<file path="src/rtl/core/pste_pkg.sv">
// Shared types and constants for the prefix sum tree engine.
`default_nettype none

package pste_pkg;

    localparam int FUNC_W = 2;
    localparam int POS_W  = 10;
    localparam int SUM_W  = 64;
    localparam int SIZE_W = 11;
    localparam int K_W    = 12;

    localparam logic [FUNC_W-1:0] FUNC_ADD    = 2'd0;
    localparam logic [FUNC_W-1:0] FUNC_PREFIX = 2'd1;
    localparam logic [FUNC_W-1:0] FUNC_RANGE  = 2'd2;

    typedef enum logic [1:0] {
        RD_ADD,
        RD_PLUS,
        RD_MINUS
    } t_rd_mode;

    typedef struct packed {
        logic     cfg_load;
        logic     clr;
        logic     load;
        logic     load_lo;
        logic     rd_en;
        t_rd_mode rd_mode;
        logic     step;
        logic     finish;
    } t_dp_cmd;

    typedef struct packed {
        logic err;
        logic up;
        logic is_range;
        logic walk_done;
        logic clr_last;
    } t_dp_stat;

endpackage

`default_nettype wire

</file>
<file path="src/rtl/core/pste_ctrl.sv">
// Controller: sequences clearing, tree walks and result hand-off.
`default_nettype none

module pste_ctrl import pste_pkg::*; (
    input  wire logic     i_clk,
    input  wire logic     i_rst_n,
    input  wire logic     i_cfg_req,
    input  wire logic     i_in_valid,
    output logic          o_in_ready,
    output logic          o_out_valid,
    input  wire logic     i_out_ready,
    output t_dp_cmd       o_cmd,
    input  wire t_dp_stat i_stat
);

    typedef enum logic [2:0] {
        S_CLEAR,
        S_IDLE,
        S_HI,
        S_LO,
        S_DONE
    } t_state;

    t_state r_state;
    t_state n_state;
    logic   r_out_valid;
    logic   n_out_valid;

    always_comb begin
        n_state     = r_state;
        o_cmd       = '0;
        o_cmd.rd_mode = RD_ADD;
        unique case (r_state)
            S_CLEAR: begin
                o_cmd.clr = 1'b1;
                if (i_stat.clr_last) begin
                    n_state = S_IDLE;
                end
            end
            S_IDLE: begin
                if (i_in_valid) begin
                    o_cmd.load = 1'b1;
                    n_state    = S_HI;
                end
            end
            S_HI: begin
                priority if (i_stat.err) begin
                    n_state = S_DONE;
                end else if (i_stat.walk_done && i_stat.is_range) begin
                    o_cmd.load_lo = 1'b1;
                    n_state       = S_LO;
                end else if (i_stat.walk_done) begin
                    n_state = S_DONE;
                end else begin
                    o_cmd.rd_en   = 1'b1;
                    o_cmd.rd_mode = i_stat.up ? RD_ADD : RD_PLUS;
                    o_cmd.step    = 1'b1;
                end
            end
            S_LO: begin
                if (i_stat.walk_done) begin
                    n_state = S_DONE;
                end else begin
                    o_cmd.rd_en   = 1'b1;
                    o_cmd.rd_mode = RD_MINUS;
                    o_cmd.step    = 1'b1;
                end
            end
            S_DONE: begin
                if (!r_out_valid || i_out_ready) begin
                    o_cmd.finish = 1'b1;
                    n_state      = S_IDLE;
                end
            end
            default: begin
                n_state = S_CLEAR;
            end
        endcase
        if (i_cfg_req) begin
            o_cmd.cfg_load = 1'b1;
            n_state        = S_CLEAR;
        end
        n_out_valid = (r_out_valid && !i_out_ready) || o_cmd.finish;
    end

    always_ff @(posedge i_clk) begin
        if (!i_rst_n) begin
            r_state     <= S_CLEAR;
            r_out_valid <= 1'b0;
        end else begin
            r_state     <= n_state;
            r_out_valid <= n_out_valid;
        end
    end

    assign o_in_ready  = (r_state == S_IDLE);
    assign o_out_valid = r_out_valid;

endmodule

`default_nettype wire

</file>
<file path="config.mk">
export PLATFORM = sky130hd
export DESIGN_NAME = pste_ctrl
export DESIGN_NICKNAME = d
export VERILOG_FILES = /design/src/rtl/core/pste_pkg.sv /design/src/rtl/core/pste_ctrl.sv
export SDC_FILE = /design/constraint.sdc
export NUM_CORES = 1
export LEC_CHECK = 0
export BUFFER_PORTS_ARGS = -buffer_cell sky130_fd_sc_hd__buf_2
export CAP_MARGIN = 10
export CORE_AREA = 3 3 40 42
export DETAILED_ROUTE_END_ITERATION = 6
export DIE_AREA = 0 0 43 45
export GPL_TIMING_DRIVEN = 0
export PLACE_DENSITY_LB_ADDON = 0.08
export SLEW_MARGIN = 20
export SYNTH_ARGS = -nofsm -noshare
export SYNTH_HDL_FRONTEND = slang
export SYNTH_SLANG_ARGS = --single-unit
</file>
<file path="constraint.sdc">
create_clock -name i_clk -period 1.4 [get_ports i_clk]
set_input_delay 0.21 -clock i_clk [delete_from_list [all_inputs] [get_ports i_clk]]
set_output_delay 0.21 -clock i_clk [all_outputs]
set_load 0.05 [all_outputs]
</file>
; After elaboration in Yosys (flattened, before gate mapping)
; Cells that the tools add are included.
[word_totals]
word_cells = 40
input_bits = 10
regBits = 4
[op_classes]
eq_ne = 7
reduce_logical = 9
bitwise_logic = 1
n_mux = 21
[ops]
columns = op, n
row1 = $mux 3, 6
row2 = $pmux 3 s5, 1
row3 = $mux 4, 3
row4 = $mux 1, 9
row5 = $pmux 4 s2, 1
row6 = $eq 3x2->1 const B, 2
row7 = $ne 2x2->1 const B, 3
row8 = $mux 5, 1
row9 = $eq 3x1->1 const B, 1
row10 = $eq 3x3->1 const B, 1
row11 = $logic_not 3->1, 1
row12 = $reduce_and 3->1, 1
row13 = $logic_and 1x1->1, 2
row14 = $logic_not 1->1, 2
row15 = $logic_or 1x1->1, 2
row16 = $reduce_or 2->1, 1
row17 = $not 1->1, 1

; Depth between registers and ports, before layout
; Gate-level depths: netlist of the first run.
[depth]
ltp_word = 5
depth_mapped = 4
mapped_depth_nobuf = 3

; Worst setup path before layout of the first run
; Ideal clock, no wire load.
[synth_path]
path_type = register -> output
start = register r_state[1]
end = output port o_cmd[4] in the netlist's numbering
t_required_ps = 1190
setup_slack_ps = -879
t_arrival_ps = 2069
path_stages_with_launch = 5
cell_sequence = dfxtp_1 buf_2 nand2_1 nor3_1 buf_4
[synth_lines]
columns = item, line
row1 = "start, declared", pste_ctrl.sv:24  ; t_state r_state;
row2 = "start signal, assigned", pste_ctrl.sv:91  ; r_state <= n_state;
row3 = "end, declared", pste_ctrl.sv:12  ; output t_dp_cmd o_cmd,

==> impl_metrics.csv, run 1 <==
group,metric,value,unit
sta,rsz0062_at_grt,"yes",
critical_path,cp-end-kind,"primary output",
final_layout,layout_common_cells,"buf_6 (13), buf_2 (11), buf_4 (10)",
sta,layout_min_cycle_time,1570,ps
outcome,status,"finished, violations left",
run,drv_cap,0,
final_layout,drive_above_1_share,74.4,%
global_route,antenna_found_initial,0,
drt,drt-vias-per-instance,4.57,
clocking,cts.sinks,4,
critical_path,worstPathArrival,1360,ps
floorplanning,num_rows,13,
synthesis,yosysWarningCount,0,
sta,slew_viol_final,0,
synthesis,synthCells,45,
final_layout,fin_area,742,µm²
pwr,p_leak,0.337,nW
critical_path,crit_required,1190,ps
synthesis,yosys_register_bits,4,
sta,finalHoldViolCount,0,
placed_design,pre_cts_ws,-155,ps
drt,ant_nets,0,
clocking,clk_pin_slew,40,ps
synthesis,yosysUniqueCellTypes,25,
pwr,power.switching,0.113,mW
clocking,cts_buffers,3,
floorplanning,die_h,45,µm
clocking,htreeDepth,1,
drt,wl_per_cell,11.5,µm
pwr,ir_worst_vdd,0.343,mV
worst_hold_path,hp-class,"input port to flop",
sta,relSlewSlack,79.5,%
drt,drt-total-wl,1070,µm
sta,max_freq,636,MHz
final_layout,fin_nets,90,
synthesis,synthTopCellsByArea,"dfxtp_1 (23%), nor2b_1 (7.2%), nor3_1 (5.8%)",
global_route,grt_pass1_vias,380,
synthesis,synth_top_cell_area_share,23.2,%
floorplanning,fp.dieW,43,µm
global_route,grt_max_degree,11,
final_layout,antennaDiodeCount,0,
pwr,p_int,0.273,mW
final_layout,final_cells,93,
clocking,cts_root_buf,"clkbuf_4",
pwr,combPwrFrac,33.2,%
floorplanning,io_pins,21,
sta,final.setup.worst_slack,-173,ps
critical_path,crit_fanout,5,
synthesis,syn-num-nets,55,
sta,worst_slew_pin_slew,307,ps
synthesis,syn_area,345,µm²
placed_design,dpl_cell_area,527,µm²
clocking,cts_hold_buffers,0,
clocking,insertion_delay,230,ps
global_route,track_usage,10.9,%
drt,drt_iter0_drc,10,
pwr,switching_share,29.4,%
drt,vias,425,
final_layout,area_growth,115,%
sta,setup_violations,5,
placed_design,gp_congestion,0.749,
placed_design,hpwlAfterDp,714,µm
pwr,clockPowerShare,36.7,%
clocking,cts_tree,"yes",
synthesis,seq_area_frac_synth,23.2,%
critical_path,crit_path_start_kind,"flop",
global_route,overflow,0,
floorplanning,die_area,1940,µm²
outcome,violations,"setup timing",
floorplanning,start_util,26.9,%
pwr,seqPwrFrac,30.1,%
placed_design,io_buffers,20,
synthesis,syn_avg_cell_area,7.67,µm²
critical_path,crit_type,"flop to primary output",
sta,min_period_over_period,112,%
drt,first_pass_iters,2,
sta,tns,-415,ps
drt,drt_drc_violations_left,0,
global_route,grt_pass1_wl,1620,µm
pwr,power_density,521,nW/µm²
final_layout,nFillCells,111,
synthesis,synth_area_leader_cell,"dfxtp_1",
placed_design,dp.cells,80,
final_layout,post-route-util,57.7,%
sta,fin_worst_skew,0.495,ps
final_layout,final_common_cell,"buf_6",
clocking,clockBufferDepth,2,
floorplanning,core_area,1280,µm²
## metrics by stage
step | power (mW) | hold WS [ps]
finish | 0.386 | 221
global route | 0.416 | 235
CTS | 0.381 | 218
detailed placement | 0.216 | 460
global placement | 0.216 | 457
floorplan | 0.188 | 338
## routing by layer
layer / wire, µm / GRT usage [%] / part of all wire [%]
met5: 0 / 0 / 0
met4: 0 / 5.42 / 0
met3: 41 / 1.59 / 3.8
met2: 586 / 17.4 / 55
met1: 442 / 14.4 / 41
## power groups by stage
stage	sequential [mW]	combinational (mW)	clock [mW]
6_report	0.116	0.128	0.142
4_1_cts	0.118	0.114	0.150
2_1_floorplan	0.119	0.0689	0
5_1_grt	0.116	0.137	0.163
3_3_place_gp	0.120	0.0967	0
3_5_place_dp	0.119	0.0963	0
## logic make-up after synthesis
kind of cell | share of synthesized area [%]
AND/OR/NAND/NOR | 43.5
AO/OA/AOI/OAI | 19.6
buffers and inverters | 13.8
flip-flops | 23.2
## state kept, by name (all words and copies together), names as in the netlist
name,cells
o_out_valid,1
r_state,3
## cell usage after synthesis
master and instances:
nor2_1 5, dfxtp_1 4, nor2b_1 4, nor3_1 4, inv_1 3, a21oi_1 2
buf_2 2, buf_4 2, nand2_1 2, nand3_1 2, a2111oi_1 1, a2111oi_2 1
and3b_1 1, and4bb_2 1, buf_6 1, nand2b_1 1, nand4_1 1, nor2b_4 1
nor3b_1 1, o21ai_0 1, o21ba_2 1, o31a_1 1, o41ai_1 1, or2b_1 1
or3_1 1
## worst paths after layout
| check | start | end | slack (ps) | depth (start not counted) |
|---|---|---|---|---|
| max reg2reg | r_state[0] | r_state[2] | 50 | 6 |
| min reg2reg | r_state[2] | r_state[1] | 540 | 2 |
| min | i_rst_n | o_out_valid | 220 | 2 |
| max | r_state[0] | o_cmd[2] | -170 | 3 |
## worst max-delay path: stages, from the launching register on
cell     delay (ps)
dfxtp_4         350
or3_4           420
nor3_4          190
buf_6           170
## layout make-up
class	instances	area, µm²	area share, %
clock buffers	3	22.5	3.04
multi-input cells	33	309	41.7
repair buffers	32	262	35.2
inverters	3	11.3	1.52
flip-flops and latches	4	88.8	12.0
well taps	15	18.8	2.53
plain buffers	3	30.0	4.05
## repair_timing
item / CTS / global route
endpoints found under the setup margin: 9 / 9
buffers inserted: 5 / 8
pin swaps: 5 / 7
gates resized for setup: 25 / 12
gates cloned: 0 / 0
hold endpoints to repair: 0 / 0
No activity file was read; power rests on OpenSTA's default activity.
==> run 2: changes to the inputs <==
--- a/config.mk
+++ b/config.mk
@@ -5,13 +5,15 @@
 export SDC_FILE = /design/constraint.sdc
 export NUM_CORES = 1
 export LEC_CHECK = 0
+export ABC_AREA = 1
 export BUFFER_PORTS_ARGS = -buffer_cell sky130_fd_sc_hd__buf_2
-export CAP_MARGIN = 10
+export CAP_MARGIN = 20
 export CORE_AREA = 3 3 40 42
 export DETAILED_ROUTE_END_ITERATION = 6
 export DIE_AREA = 0 0 43 45
 export GPL_TIMING_DRIVEN = 0
 export PLACE_DENSITY_LB_ADDON = 0.08
+export RECOVER_POWER = 50
 export SLEW_MARGIN = 20
 export SYNTH_ARGS = -nofsm -noshare
 export SYNTH_HDL_FRONTEND = slang
==> impl_metrics.csv, run 2 <==
group,metric,value,unit
outcome,status,"finished, violations left",
outcome,violations,"setup timing",
clocking,cts_buffers,3,
clocking,cts_root_buf,"clkbuf_4",
final_layout,largest_register,"r_state",
final_layout,final_cells,101,
synthesis,synth_area_leader_cell,"dfxtp_1",
sta,setup_violations,5,
drt,first_pass_iters,2,
final_layout,area_growth,86.7,%
placed_design,dpl_cell_area,454,µm²
global_route,grt_pass1_wl,1570,µm
critical_path,r2r-start,"r_state[1]",
synthesis,yosys_register_bits,4,
sta,final.setup.worst_slack,-63.8,ps
final_layout,antennaDiodeCount,0,
floorplanning,num_rows,13,
drt,drt-vias-per-instance,4.30,
drt,drt_iter0_drc,1,
clocking,htreeDepth,1,
synthesis,syn-num-nets,66,
sta,fin_worst_skew,2.39,ps
drt,wl_per_cell,9.72,µm
clocking,cts_tree,"yes",
pwr,p_leak,0.336,nW
final_layout,drive_above_1_share,52.3,%
critical_path,r2r_end,"r_state[1]",
synthesis,yosysUniqueCellTypes,13,
synthesis,seq_area_frac_synth,25.1,%
global_route,grt_pass1_vias,401,
global_route,antenna_found_initial,0,
synthesis,synth_top_cell_area_share,25.1,%
pwr,power_density,610,nW/µm²
clocking,cts_hold_buffers,0,
drt,vias,434,
floorplanning,die_area,1940,µm²
critical_path,cp-end-kind,"primary output",
critical_path,crit_type,"flop to primary output",
worst_hold_path,hp-class,"input port to flop",
worst_hold_path,holdCritStartpoint,"i_rst_n",
sta,worst_slew_pin_slew,599,ps
sta,max_freq,683,MHz
final_layout,layout_common_cells,"inv_1 (12), buf_4 (12), buf_2 (11)",
synthesis,synth-edff-count,0,
synthesis,yosysWarningCount,0,
sta,slew_viol_final,0,
placed_design,hpwlAfterDp,683,µm
placed_design,gp_congestion,0.690,
floorplanning,start_util,24.8,%
global_route,overflow,0,
synthesis,synthTopCellsByArea,"dfxtp_1 (25%), inv_1 (16%), nor2_1 (15%)",
drt,drt-total-wl,982,µm
pwr,ir_worst_vdd,0.324,mV
worst_hold_path,whs_path_depth,3,
sta,relSlewSlack,60.3,%
synthesis,ys.flop_type,"dfxtp_1",
synthesis,syn_area,319,µm²
critical_path,r2r_setup_slack,160,ps
global_route,track_usage,11.3,%
run,drv_cap,0,
sta,rsz0062_at_grt,"yes",
critical_path,worstPathArrival,1250,ps
drt,ant_nets,0,
placed_design,io_buffers,20,
sta,min_period_over_period,105,%
synthesis,synth.most_common_cell,"inv_1",
global_route,grt_max_degree,8,
critical_path,crit_required,1190,ps
placed_design,dp.cells,91,
final_layout,fin_nets,98,
drt,drt_drc_violations_left,0,
sta,finalHoldViolCount,0,
floorplanning,fp.dieW,43,µm
final_layout,largest_reg_flops,3,
clocking,insertion_delay,240,ps
critical_path,r2r_cells,8,
worst_hold_path,hold_end,"o_out_valid",
floorplanning,core_area,1280,µm²
synthesis,synth_async_sr_flop_share,0,%
final_layout,fin_area,596,µm²
critical_path,crit_path_start_kind,"flop",
sta,layout_min_cycle_time,1460,ps
synthesis,synthCells,56,
clocking,cts.sinks,4,
clocking,clockBufferDepth,2,
clocking,clk_pin_slew,40,ps
floorplanning,die_h,45,µm
floorplanning,io_pins,21,
synthesis,synth_common_cells,"inv_1 (14), nor2_1 (13), nand2_1 (7), nand3_1 (5), dfxtp_1 (4)",
pwr,total_power,0.363,mW
synthesis,syn_avg_cell_area,5.70,µm²
critical_path,crit_fanout,4,
==> run 2: cell count changes in the layout (fill, tap and decap cells not counted), sizes merged, moves of 3 or more <==
cell and change:
nor2b -5, nor2 +10, nand2 +5, inv +12
nand3 +3, nor3 -3, buf -7
==> run 2: cell families after synthesis <==
| family | synth area share, % |
|---|---|
| buffers and inverters | 22.4 |
| and+or+nand+nor | 47.1 |
| DFF | 25.1 |
| AOI/OAI and AO/OA | 5.49 |
==> run 2: through the flow <==
stage	util, %	hold slack (ps)	setup TNS (ps)	worst slack, ps
after floorplan	-	342	-494	-169
final	46.3	228	-221	-63.8
after CTS	43.5	211	-223	-74.5
after detailed placement	35.3	463	-13.3	-13.3
after global routing	46.3	214	-597	-131
after global placement	35.3	463	-16.9	-16.9
==> run 2: worst max-delay path: stages (launching register included) <==
cell	delay, ps
dfxtp_4	350
inv_2	40
nor2_4	110
nand3b_1	170
nor2_1	170
buf_6	170
==> run 2: layout make-up <==
cell class	instances	area (µm²)
sequential	4	88.8
tap	15	18.8
timing repair buffer	27	194
fill	141	689
inverter	15	56.3
multi-input combinational	35	196
buffer	2	18.8
clock buffer	3	22.5
==> run 2: worst max path at each step <==
stage                     slack (ps)       start  cells past startpoint        to
after floorplan                 -170  r_state[1]                      4  o_cmd[2]
after global placement           -20  r_state[1]                      6  o_cmd[4]
after detailed placement         -10  r_state[1]                      6  o_cmd[4]
after CTS                        -70  r_state[1]                      6  o_cmd[4]
after global routing            -130  r_state[1]                      6  o_cmd[4]
final                            -60  r_state[1]                      5  o_cmd[2]
==> run 2: where the power goes <==
| group | internal, mW | switching [mW] | total [mW] | leakage (nW) |
|---|---|---|---|---|
| combinational | 0.0368 | 0.0613 | 0.0981 | 0.288 |
| clock | 0.0962 | 0.0519 | 0.148 | 0.0138 |
| sequential | 0.114 | 0.00334 | 0.117 | 0.0344 |
==> run 2: layer usage <==
| layer | vias up | routed length (µm) | GRT usage [%] |
|---|---|---|---|
| met5 | - | 0 | 0 |
| met4 | 0 | 12 | 10.8 |
| met3 | 2 | 35 | 1.59 |
| met2 | 9 | 484 | 17.1 |
| met1 | 196 | 449 | 13.8 |
| li1 | 227 | - | - |
==> run 2: repair_timing <==
action                     in CTS  in global routing
pin swaps                       3                  6
setup buffers                   5                  4
setup endpoints to repair       8                 10
gates resized for setup        17                  9
